$ cat config.mk
export PLATFORM = sky130hd
export DESIGN_NAME = address_region_map_table_top_flat
export DESIGN_NICKNAME = d
export VERILOG_FILES = /design/src/hdl/armt_pkg.sv /design/src/hdl/armt_if.sv /design/src/hdl/address_region_map_table_top.sv /design/src/flat_wrapper.sv
export SDC_FILE = /design/constraint.sdc
export NUM_CORES = 2
export LEC_CHECK = 0
export BUFFER_PORTS_ARGS = -buffer_cell sky130_fd_sc_hd__buf_2
export CELL_PAD_IN_SITES_DETAIL_PLACEMENT = 1
export CELL_PAD_IN_SITES_GLOBAL_PLACEMENT = 1
export CORE_ASPECT_RATIO = 1.25
export CORE_UTILIZATION = 45
export DETAILED_ROUTE_END_ITERATION = 16
export PLACE_DENSITY = 0.64
export REMOVE_ABC_BUFFERS = 1
export SLEW_MARGIN = 0
export SYNTH_ARGS = -nofsm -noshare
export SYNTH_HDL_FRONTEND = slang
export SYNTH_SLANG_ARGS = --single-unit
$ cat constraint.sdc
create_clock -name clk_i -period 14.1 [get_ports clk_i]
set_input_delay 0.705 -clock clk_i [delete_from_list [all_inputs] [get_ports clk_i]]
set_output_delay 0.705 -clock clk_i [all_outputs]
set_load 0.02 [all_outputs]
$ cat src/hdl/armt_pkg.sv
`timescale 1ns / 1ps
`default_nettype none
// ----------------------------------------------------------------------------
// armt_pkg
// Shared types and constants for the address region map table.
// ----------------------------------------------------------------------------
package armt_pkg;

  localparam int unsigned MaxEntriesDef = 16;
  localparam int unsigned PageBytesDef  = 4096;

  localparam logic [31:0] WinBaseRst  = 32'h6000_0000;
  localparam logic [31:0] WinLimitRst = 32'h8000_0000;

  localparam logic [19:0] PagesMax = 20'hFFFFF;

  localparam logic [1:0] CmdMap   = 2'd0;
  localparam logic [1:0] CmdUnmap = 2'd1;
  localparam logic [1:0] CmdFault = 2'd2;

  localparam logic RegWinBase  = 1'b0;
  localparam logic RegWinLimit = 1'b1;

  typedef enum logic [2:0] {
    StIdle,
    StScan,
    StShift,
    StWrite,
    StDone
  } state_e;

  typedef struct packed {
    logic [1:0]  cmd;
    logic [31:0] vaddr;
    logic [31:0] req_length;
    logic        fixed_place;
    logic        shared_map;
    logic        private_map;
    logic        anonymous_map;
    logic [3:0]  file_handle;
  } req_t;

  typedef struct packed {
    logic        status;
    logic [31:0] region_addr;
    logic        needs_writeback;
    logic        hit_anonymous;
    logic [3:0]  hit_file;
    logic [30:0] file_offset;
  } rsp_t;

endpackage

`default_nettype wire

$ cat src/hdl/armt_if.sv
`timescale 1ns / 1ps
`default_nettype none
// ----------------------------------------------------------------------------
// armt_if
// Valid/ready channel carrying one beat of a packed payload.
// ----------------------------------------------------------------------------
interface armt_if #(
  parameter type T = logic
);
  logic valid;
  logic ready;
  T     data;

  modport source (output valid, output data, input ready);
  modport sink   (input valid, input data, output ready);
endinterface

`default_nettype wire

$ cat src/hdl/address_region_map_table_top.sv
`timescale 1ns / 1ps
`default_nettype none
// ----------------------------------------------------------------------------
// address_region_map_table_top
// Address-sorted region table: map (fixed or first fit), unmap, fault lookup.
// ----------------------------------------------------------------------------
// One command at a time. A beat is taken in idle. The table is then walked one
// entry a cycle through a single shared add/compare unit, then a decision is
// made. A map or unmap then shifts entries one a cycle to keep the table sorted.
// A successful command then passes the write state, and every command ends in
// the done state; the result is held in an output register. The longest command
// is an unmap of the lowest entry in a full table of sixteen. It is set by the
// entry walk and the shift sweep over the table. Input waits until the result
// beat has gone before the next command is taken. The table holds no valid
// bits: only entries below the fill count are ever used. Window registers sit
// at byte addresses 0 (base) and 4 (limit) of the APB port.
// ----------------------------------------------------------------------------
module address_region_map_table_top #(
  parameter int unsigned MAX_ENTRIES = armt_pkg::MaxEntriesDef,
  parameter int unsigned PAGE_BYTES  = armt_pkg::PageBytesDef
) (
  input  wire         clk_i,
  input  wire         rst_ni,
  armt_if.sink        req_i,
  armt_if.source      rsp_o,
  input  wire         psel,
  input  wire         penable,
  input  wire         pwrite,
  input  wire  [2:0]  paddr,
  input  wire  [31:0] pwdata,
  output logic [31:0] prdata,
  output logic        pready
);
  import armt_pkg::*;

  localparam int unsigned IW = (MAX_ENTRIES > 1) ? $clog2(MAX_ENTRIES) : 1;
  localparam int unsigned CW = $clog2(MAX_ENTRIES + 1);
  localparam int unsigned PW = $clog2(PAGE_BYTES);
  localparam logic [CW-1:0] MaxCnt = CW'(MAX_ENTRIES);

  // Entry packing: base, length, flags, file, pages loaded.
  typedef struct packed {
    logic [31:0] base;
    logic [30:0] len;
    logic [2:0]  flags;
    logic [3:0]  file;
    logic [19:0] pages;
  } ent_t;

  // Table held in flops; the shared unit reads it at one scan address at a time.
  ent_t tbl_q [MAX_ENTRIES];

  logic [31:0] win_base_q, win_limit_q;
  state_e      state_q, state_d;
  req_t        req_q;
  rsp_t        rsp_q, rsp_d;
  logic        rsp_vld_q, rsp_vld_d;
  logic [CW-1:0] cnt_q, cnt_d;
  logic [CW-1:0] idx_q, idx_d;
  logic [CW-1:0] pos_q, pos_d;
  logic [32:0] cand_q, cand_d;
  logic        found_q, found_d;
  logic        fail_q, fail_d;

  // APB: always ready, writes land on the access phase.
  assign pready = 1'b1;
  always_comb begin
    prdata = (paddr[2] == RegWinLimit) ? win_limit_q : win_base_q;
  end

  always_ff @(posedge clk_i or negedge rst_ni) begin
    if (!rst_ni) begin
      win_base_q  <= WinBaseRst;
      win_limit_q <= WinLimitRst;
    end else if (psel && penable && pwrite) begin
      if (paddr[2] == RegWinBase) win_base_q <= pwdata;
      else                        win_limit_q <= pwdata;
    end
  end

  // Shared unit: current entry against the request.
  ent_t        cur;
  logic [32:0] ent_end, lo, hi, rnd_end;
  logic        ovl, va_in;
  logic [IW-1:0] rd_idx;
  assign rd_idx  = idx_q[IW-1:0];
  assign cur     = tbl_q[rd_idx];
  assign ent_end = {1'b0, cur.base} + {2'b0, cur.len};
  assign lo      = req_q.fixed_place ? {1'b0, req_q.vaddr} : cand_q;
  assign hi      = lo + {1'b0, req_q.req_length};
  assign ovl     = (lo < ent_end) && ({1'b0, cur.base} < hi);
  assign va_in   = ({1'b0, req_q.vaddr} < ent_end) && (req_q.vaddr >= cur.base);
  assign rnd_end = (ent_end + 33'(PAGE_BYTES - 1)) & ~33'(PAGE_BYTES - 1);

  logic aligned, len_bad, accept;
  assign aligned = (req_q.vaddr[PW-1:0] == '0);
  assign len_bad = (req_q.req_length == '0) || req_q.req_length[31];
  assign accept  = req_i.valid && req_i.ready;
  assign req_i.ready = (state_q == StIdle) && !rsp_vld_q;
  assign rsp_o.valid = rsp_vld_q;
  assign rsp_o.data  = rsp_q;

  always_comb begin
    state_d   = state_q;
    cnt_d     = cnt_q;
    idx_d     = idx_q;
    pos_d     = pos_q;
    cand_d    = cand_q;
    found_d   = found_q;
    fail_d    = fail_q;
    rsp_d     = rsp_q;
    rsp_vld_d = rsp_vld_q;
    if (rsp_o.valid && rsp_o.ready) rsp_vld_d = 1'b0;
    unique case (state_q)
      StIdle: begin
        if (accept) begin
          idx_d   = '0;
          pos_d   = '0;
          found_d = 1'b0;
          fail_d  = 1'b0;
          cand_d  = {1'b0, win_base_q};
          state_d = StScan;
        end
      end
      StScan: begin
        // Advance one entry a cycle; decide at the end of the fill.
        if (idx_q < cnt_q) begin
          priority case (req_q.cmd)
            CmdMap: begin
              if (ovl) begin
                if (req_q.fixed_place) fail_d = 1'b1;
                else cand_d = rnd_end;
              end
            end
            CmdUnmap: begin
              if (!found_q && cur.base == req_q.vaddr) begin
                found_d = 1'b1;
                pos_d   = idx_q;
              end
            end
            CmdFault: begin
              if (!found_q && va_in) begin
                found_d = 1'b1;
                pos_d   = idx_q;
              end
            end
            default: ;
          endcase
          idx_d = idx_q + 1'b1;
        end else begin
          rsp_d = '0;
          rsp_d.status = 1'b1;
          state_d = StDone;
          priority case (req_q.cmd)
            CmdMap: begin
              if (cnt_q >= MaxCnt || len_bad || (req_q.shared_map && req_q.private_map)
                  || fail_q
                  || (req_q.fixed_place && (req_q.vaddr < win_base_q
                      || req_q.vaddr >= win_limit_q || !aligned))
                  || (!req_q.fixed_place
                      && (cand_q + {1'b0, req_q.req_length}) > {1'b0, win_limit_q})) begin
                state_d = StDone;
              end else begin
                if (req_q.fixed_place) cand_d = {1'b0, req_q.vaddr};
                idx_d   = cnt_q;
                state_d = StShift;
              end
            end
            CmdUnmap: begin
              if (aligned && found_q) begin
                idx_d   = pos_q;
                state_d = StShift;
              end
            end
            CmdFault: begin
              if (found_q) begin
                idx_d   = pos_q;
                state_d = StWrite;
              end
            end
            default: ;
          endcase
        end
      end
      StShift: begin
        // Map: shift up from the top while the entry below sits at or above cand.
        // Unmap: pull entries down from pos to the end.
        if (req_q.cmd == CmdMap) begin
          if (idx_q != '0 && tbl_q[IW'(idx_q - 1'b1)].base >= cand_q[31:0]) begin
            idx_d = idx_q - 1'b1;
          end else begin
            state_d = StWrite;
          end
        end else begin
          if (idx_q + 1'b1 < cnt_q) idx_d = idx_q + 1'b1;
          else state_d = StWrite;
        end
      end
      StWrite: begin
        rsp_d = '0;
        rsp_d.status = 1'b0;
        state_d = StDone;
        priority case (req_q.cmd)
          CmdMap: begin
            rsp_d.region_addr = cand_q[31:0];
            cnt_d = cnt_q + 1'b1;
          end
          CmdUnmap: begin
            rsp_d.region_addr = req_q.vaddr;
            rsp_d.needs_writeback = found_q && fail_q;
            cnt_d = cnt_q - 1'b1;
          end
          default: begin
            rsp_d.region_addr   = cur.base;
            rsp_d.hit_anonymous = cur.flags[2];
            rsp_d.hit_file      = cur.file;
            rsp_d.file_offset   = 31'(req_q.vaddr - cur.base);
          end
        endcase
      end
      StDone: begin
        rsp_vld_d = 1'b1;
        state_d   = StIdle;
      end
      default: state_d = StIdle;
    endcase
    // Capture the writeback flag of the unmapped entry before it is shifted over.
    if (state_q == StScan && idx_q >= cnt_q && req_q.cmd == CmdUnmap) begin
      fail_d = tbl_q[pos_q[IW-1:0]].flags[0] && !tbl_q[pos_q[IW-1:0]].flags[2];
    end
  end

  always_ff @(posedge clk_i or negedge rst_ni) begin
    if (!rst_ni) begin
      state_q   <= StIdle;
      cnt_q     <= '0;
      rsp_vld_q <= 1'b0;
    end else begin
      state_q   <= state_d;
      cnt_q     <= cnt_d;
      rsp_vld_q <= rsp_vld_d;
    end
  end

  always_ff @(posedge clk_i) begin
    idx_q   <= idx_d;
    pos_q   <= pos_d;
    cand_q  <= cand_d;
    found_q <= found_d;
    fail_q  <= fail_d;
    rsp_q   <= rsp_d;
    if (accept) req_q <= req_i.data;
  end

  // Table writes: one entry a cycle.
  always_ff @(posedge clk_i) begin
    if (state_q == StShift) begin
      if (req_q.cmd == CmdMap) begin
        if (idx_q != '0 && tbl_q[IW'(idx_q - 1'b1)].base >= cand_q[31:0])
          tbl_q[rd_idx] <= tbl_q[IW'(idx_q - 1'b1)];
      end else if (idx_q + 1'b1 < cnt_q) begin
        tbl_q[rd_idx] <= tbl_q[IW'(idx_q + 1'b1)];
      end
    end else if (state_q == StWrite) begin
      if (req_q.cmd == CmdMap) begin
        tbl_q[rd_idx].base  <= cand_q[31:0];
        tbl_q[rd_idx].len   <= req_q.req_length[30:0];
        tbl_q[rd_idx].flags <= {req_q.anonymous_map, req_q.private_map, req_q.shared_map};
        tbl_q[rd_idx].file  <= req_q.file_handle;
        tbl_q[rd_idx].pages <= '0;
      end else if (req_q.cmd == CmdFault && cur.pages != PagesMax) begin
        tbl_q[rd_idx].pages <= cur.pages + 1'b1;
      end
    end
  end

  // Fill count never passes the table depth.
  a_cnt_max: assert property (@(posedge clk_i) disable iff (!rst_ni) cnt_q <= MaxCnt)
    else $error("fill count overflow");
  // Input is refused while a command is in flight.
  a_busy: assert property (@(posedge clk_i) disable iff (!rst_ni)
    (state_q != StIdle) |-> !req_i.ready) else $error("ready while busy");
  // A result appears only after the done step.
  a_rsp: assert property (@(posedge clk_i) disable iff (!rst_ni)
    $rose(rsp_vld_q) |-> $past(state_q) == StDone) else $error("stray result");

endmodule

`default_nettype wire
$ cat src/flat_wrapper.sv
// flat-port wrapper written by rule: the top's interface ports become plain ports
module address_region_map_table_top_flat import armt_pkg::*;
#(
  parameter int unsigned MAX_ENTRIES = armt_pkg::MaxEntriesDef,
  parameter int unsigned PAGE_BYTES  = armt_pkg::PageBytesDef
)
  (clk_i, rst_ni, psel, penable, pwrite, paddr, pwdata, prdata, pready, req_i_valid, req_i_data, req_i_ready, rsp_o_valid, rsp_o_data, rsp_o_ready);
  armt_if req_i_i ();
  armt_if rsp_o_i ();
  input  wire clk_i;
  input  wire rst_ni;
  input  wire psel;
  input  wire penable;
  input  wire pwrite;
  input  wire  [2:0] paddr;
  input  wire  [31:0] pwdata;
  output logic [31:0] prdata;
  output logic pready;
  input wire logic [$bits(req_i_i.valid)-1:0] req_i_valid;
  input wire logic [$bits(req_i_i.data)-1:0] req_i_data;
  output wire logic [$bits(req_i_i.ready)-1:0] req_i_ready;
  output wire logic [$bits(rsp_o_i.valid)-1:0] rsp_o_valid;
  output wire logic [$bits(rsp_o_i.data)-1:0] rsp_o_data;
  input wire logic [$bits(rsp_o_i.ready)-1:0] rsp_o_ready;
  assign req_i_i.valid = req_i_valid;
  assign req_i_i.data = req_i_data;
  assign req_i_ready = req_i_i.ready;
  assign rsp_o_valid = rsp_o_i.valid;
  assign rsp_o_data = rsp_o_i.data;
  assign rsp_o_i.ready = rsp_o_ready;
  address_region_map_table_top #(.MAX_ENTRIES(MAX_ENTRIES), .PAGE_BYTES(PAGE_BYTES)) u_core (.clk_i(clk_i), .rst_ni(rst_ni), .req_i(req_i_i), .rsp_o(rsp_o_i), .psel(psel), .penable(penable), .pwrite(pwrite), .paddr(paddr), .pwdata(pwdata), .prdata(prdata), .pready(pready));
endmodule
==> metrics.md <==
| Metric | Value |
|---|---|
| Root buffer selected by CTS | `clkbuf_16` |
| Leakage power | `0.0177 µW` |
| Residual overflow from global routing | `0` |
| DRC marker count from the first detailed-route iteration | `between 2,000 and 3,000` |
| Total negative slack for setup checks | `0 ps` |
| Commonest cells after routing, fill and taps aside | `edfxtp_1, mux4_2, ha_1` |
| Post-route design area | `between 60,000 and 70,000 µm²` |
| Fraction of layout cells with a size suffix above 1 | `between 30% and 40%` |
| Period utilization | `around three fifths` |
| Num ports | `between 70 and 80` |
| Antenna violations before repair | `4` |
| Count of TritonRoute iterations in the first routing pass | `6` |
| Number of remaining DRC errors | `0` |
| Clock skew | `roughly 49 ps` |
| RePlAce Congestion | `approximately 0.85` |
| Post-synthesis area per instance | `about 19 µm²` |
| Standard cell core area | `between 100,000 and 150,000 µm²` |
| Die Span X | `between 300 and 400 µm` |
| Data arrival time of the worst path | `8910 ps` |
| EDFF count, synth | `approximately 1,000` |
| Die Outline Area | `125,000 µm²` |
| Post-Place Cells | `4,535` |
| Hold Crit Class | `primary input to flop` |
| Most common cell after layout, fill and taps aside | `edfxtp_1` |
| Clk_lat worst skew | `around 740 ps` |
| Htree depth | `3` |
| Maximum fanout along the worst path | `about 110` |
| Number of distinct standard cells referenced by the synthesized netlist | `81` |
| DP Wirelength | `roughly 88,000 µm` |
| Setup repair after global routing missed its margin | `false` |
| Max cap viols | `0` |
| Via density per instance | `6.60` |
| Clock tree from TritonCTS | `done` |
| Top flip-flop cell by instance count after synthesis | `edfxtp_1` |
| Number of buffers inserted by post-CTS setup repair | `0` |
| Number of cells upsized or downsized after cts | `0` |
| Synthesis-to-finish area growth | `11.1%` |
| Register-to-Register Path Depth | `24` |
| Post-detailed-routing wire length | `around 160,000 µm` |
| Share of the yosys chip area belonging to registers | `60.1%` |
| Initial standard-cell utilization of the core | `a little under half` |
| Gr usage total | `between 20% and 30%` |
| Total inserted antenna cells | `0` |
| Clock period minus final worst setup slack | `roughly 8500 ps` |
| Type of element capturing the critical path | `flop` |
| Wire length per cell | `32.8 µm` |
| Relative slew slack | `between 30% and 40%` |
| Power Density | `239 nW/µm²` |
| Critical path class | `flop to flop` |
| First-pass GRT wire length | `230,000 µm` |
| Final-report hold violation count | `0` |
| Achievable Freq | `117 MHz` |
| Maximum number of pins on one net before global-route repair | `138` |
| TritonCTS Buffers | `approximately 110` |
| Register clock-pin slew on the reported worst setup and hold paths | `about 60 ps` |
| Maximum ir drop on the vdd rail | `0.000209 V` |
| Nets | `between 3,000 and 4,000` |
| Number of cells traversed by the worst hold path | `2` |
| Post-synthesis sequential element count | `1,123` |
| Fraction of synthesis flops using an asynchronous set or reset pin | `between 6 and 7%` |
| Worst setup slack after layout | `5560 ps` |
| Setup violation total in the final timing report | `0` |
| Total Power | `14,700 µW` |
| Port Buf Inserts | `73` |
| Non-filler cells in the finished layout | `~4,700` |
| Worst slew pin tran | `1050 ps` |
| Clock tree sinks | `roughly 1,100` |
| Critical Path Start Type | `flop` |
| Detail Route Antenna Nets | `0` |
| Number of instances in the synthesized netlist | `approximately 3,000` |
| Netlist Area Pre-Place | `around 55,000 µm²` |
| Floorplan row count | `143` |
| Worst setup slack after placement | `5520 ps` |
| Count of final max-slew check failures | `0` |
| Vias in the first global route | `33,700` |
| Number of warnings reported in the yosys synthesis log | `0` |
| Vertical die dimension | `395 µm` |
| Maximum clock path buffer count | `3` |
| Required @ worst endpoint | `14,470 ps` |
| Vias post-DR | `31,300` |
| Status | `finished clean` |
| Post-Place Cell Area | `around 58,000 µm²` |
-- per-layer routing --
layer | up-vias | routed length [µm] | global-route usage [%]
met3 | 203 | 9130 | 3.79
li1 | 12800 | - | -
met4 | 2 | 3510 | 6.83
met2 | 1184 | 78000 | 42.1
met5 | - | 19 | 0
met1 | 17200 | 65200 | 34.8
-- layout make-up --
class / count / area [µm²]
multi-input combinational: 1588 / 21300
sequential: 1123 / 33300
tap: 1595 / 2000
timing repair buffer: 171 / 1190
inverter: 60 / 225
clock buffer: 143 / 3030
fill: 10900 / 60200
clock inverter: 69 / 589
-- state kept, by name, summed over array words and instances, names as in the netlist, named ones only --
| name | flops |
|---|---|
| u_core.rsp_o.valid | 1 |
| u_core.cand_q | 33 |
| u_core.state_q | 3 |
| u_core.cnt_q | 5 |
| u_core.idx_q | 5 |
| u_core.win_base_q | 32 |
| u_core.tbl_q | 1008 |
| u_core.win_limit_q | 32 |
-- report_power, final --
group | switching (µW) | internal [µW] | leakage, µW
Sequential | 171 | 4590 | 0.00858
Combinational | 4230 | 2790 | 0.00740
Clock | 1310 | 1650 | 0.00177
Total | 5710 | 9040 | 0.0177
-- cell families after synthesis --
group           Yosys count  share of synthesized area [%]
flops                  1123                           60.1
mux                     737                           27.0
simple gates            342                           3.27
compound gates          331                           4.08
buf+inv                 259                           1.83
fa+ha+maj               137                           3.10
xor+xnor                 39                          0.616
other cells               2                         0.0135
-- cell usage after synthesis, types with 45 or more instances --
library cell  number  area, µm²
o21ai_0           82        410
clkbuf_1         132        495
dfrtp_1           70       1750
nor2b_1           45        282
a21oi_1           66        330
mux4_2           599      13500
edfxtp_1        1046      31400
mux2_2           100       1130
nand2_1          103        387
a211oi_1          69        518
ha_1             136       1700
buf_1             49        184
inv_1             60        225
-- worst paths after layout --
| kind | from | to | slack (ps) |
|---|---|---|---|
| setup / recovery | flop | u_core.cand_q[7]$_SDFFCE_PP0P_ | 5560 |
| hold / removal | pwdata[27] | u_core.win_limit_q[27]$_DFFE_PN0P_ | 220 |
| setup reg to reg | flop | u_core.cand_q[7]$_SDFFCE_PP0P_ | 5560 |
| hold reg to reg | u_core.cnt_q[4]$_DFFE_PN0N_ | u_core.cnt_q[4]$_DFFE_PN0N_ | 500 |
| max in group asynchronous | rst_ni | u_core.win_limit_q[28]$_DFFE_PN0P_ | 12660 |
| min in group asynchronous | rst_ni | u_core.win_base_q[3]$_DFFE_PN0P_ | 410 |
-- timing repair --
item / 4_1_cts / 5_1_grt
hold endpoints to repair: 23 / 0
hold buffers: 1 / 0
setup endpoints to repair: 0 / 0
-- metrics by stage --
stage | hold slack [ps] | utilization, %
6_report | 215 | 50.6
4_1_cts | 158 | 50.6
3_3_place_gp | 467 | 47.6
2_1_floorplan | 409 | -
3_5_place_dp | 471 | 47.6
5_1_grt | 195 | 50.6
-- worst max-delay path: stages, from the launching register on --
cell,delay [ps]
dfxtp_4,730
buf_12,550
buf_4,800
mux4_2,440
mux4_2,540
ha_1,490
nand4_1,260
nor3_2,430
a211oi_2,210
a2111oi_4,450
nor2_1,120
a211o_1,290
xnor2_1,340
inv_1,210
ha_1,240
a21oi_1,150
nor2b_1,60
o21ai_0,140
o21ai_0,130
nor2_1,120
o221ai_1,170
nor2_1,130
o221ai_1,170
a211oi_4,330
buf_4,440
No activity file was read; power rests on OpenSTA's default activity.
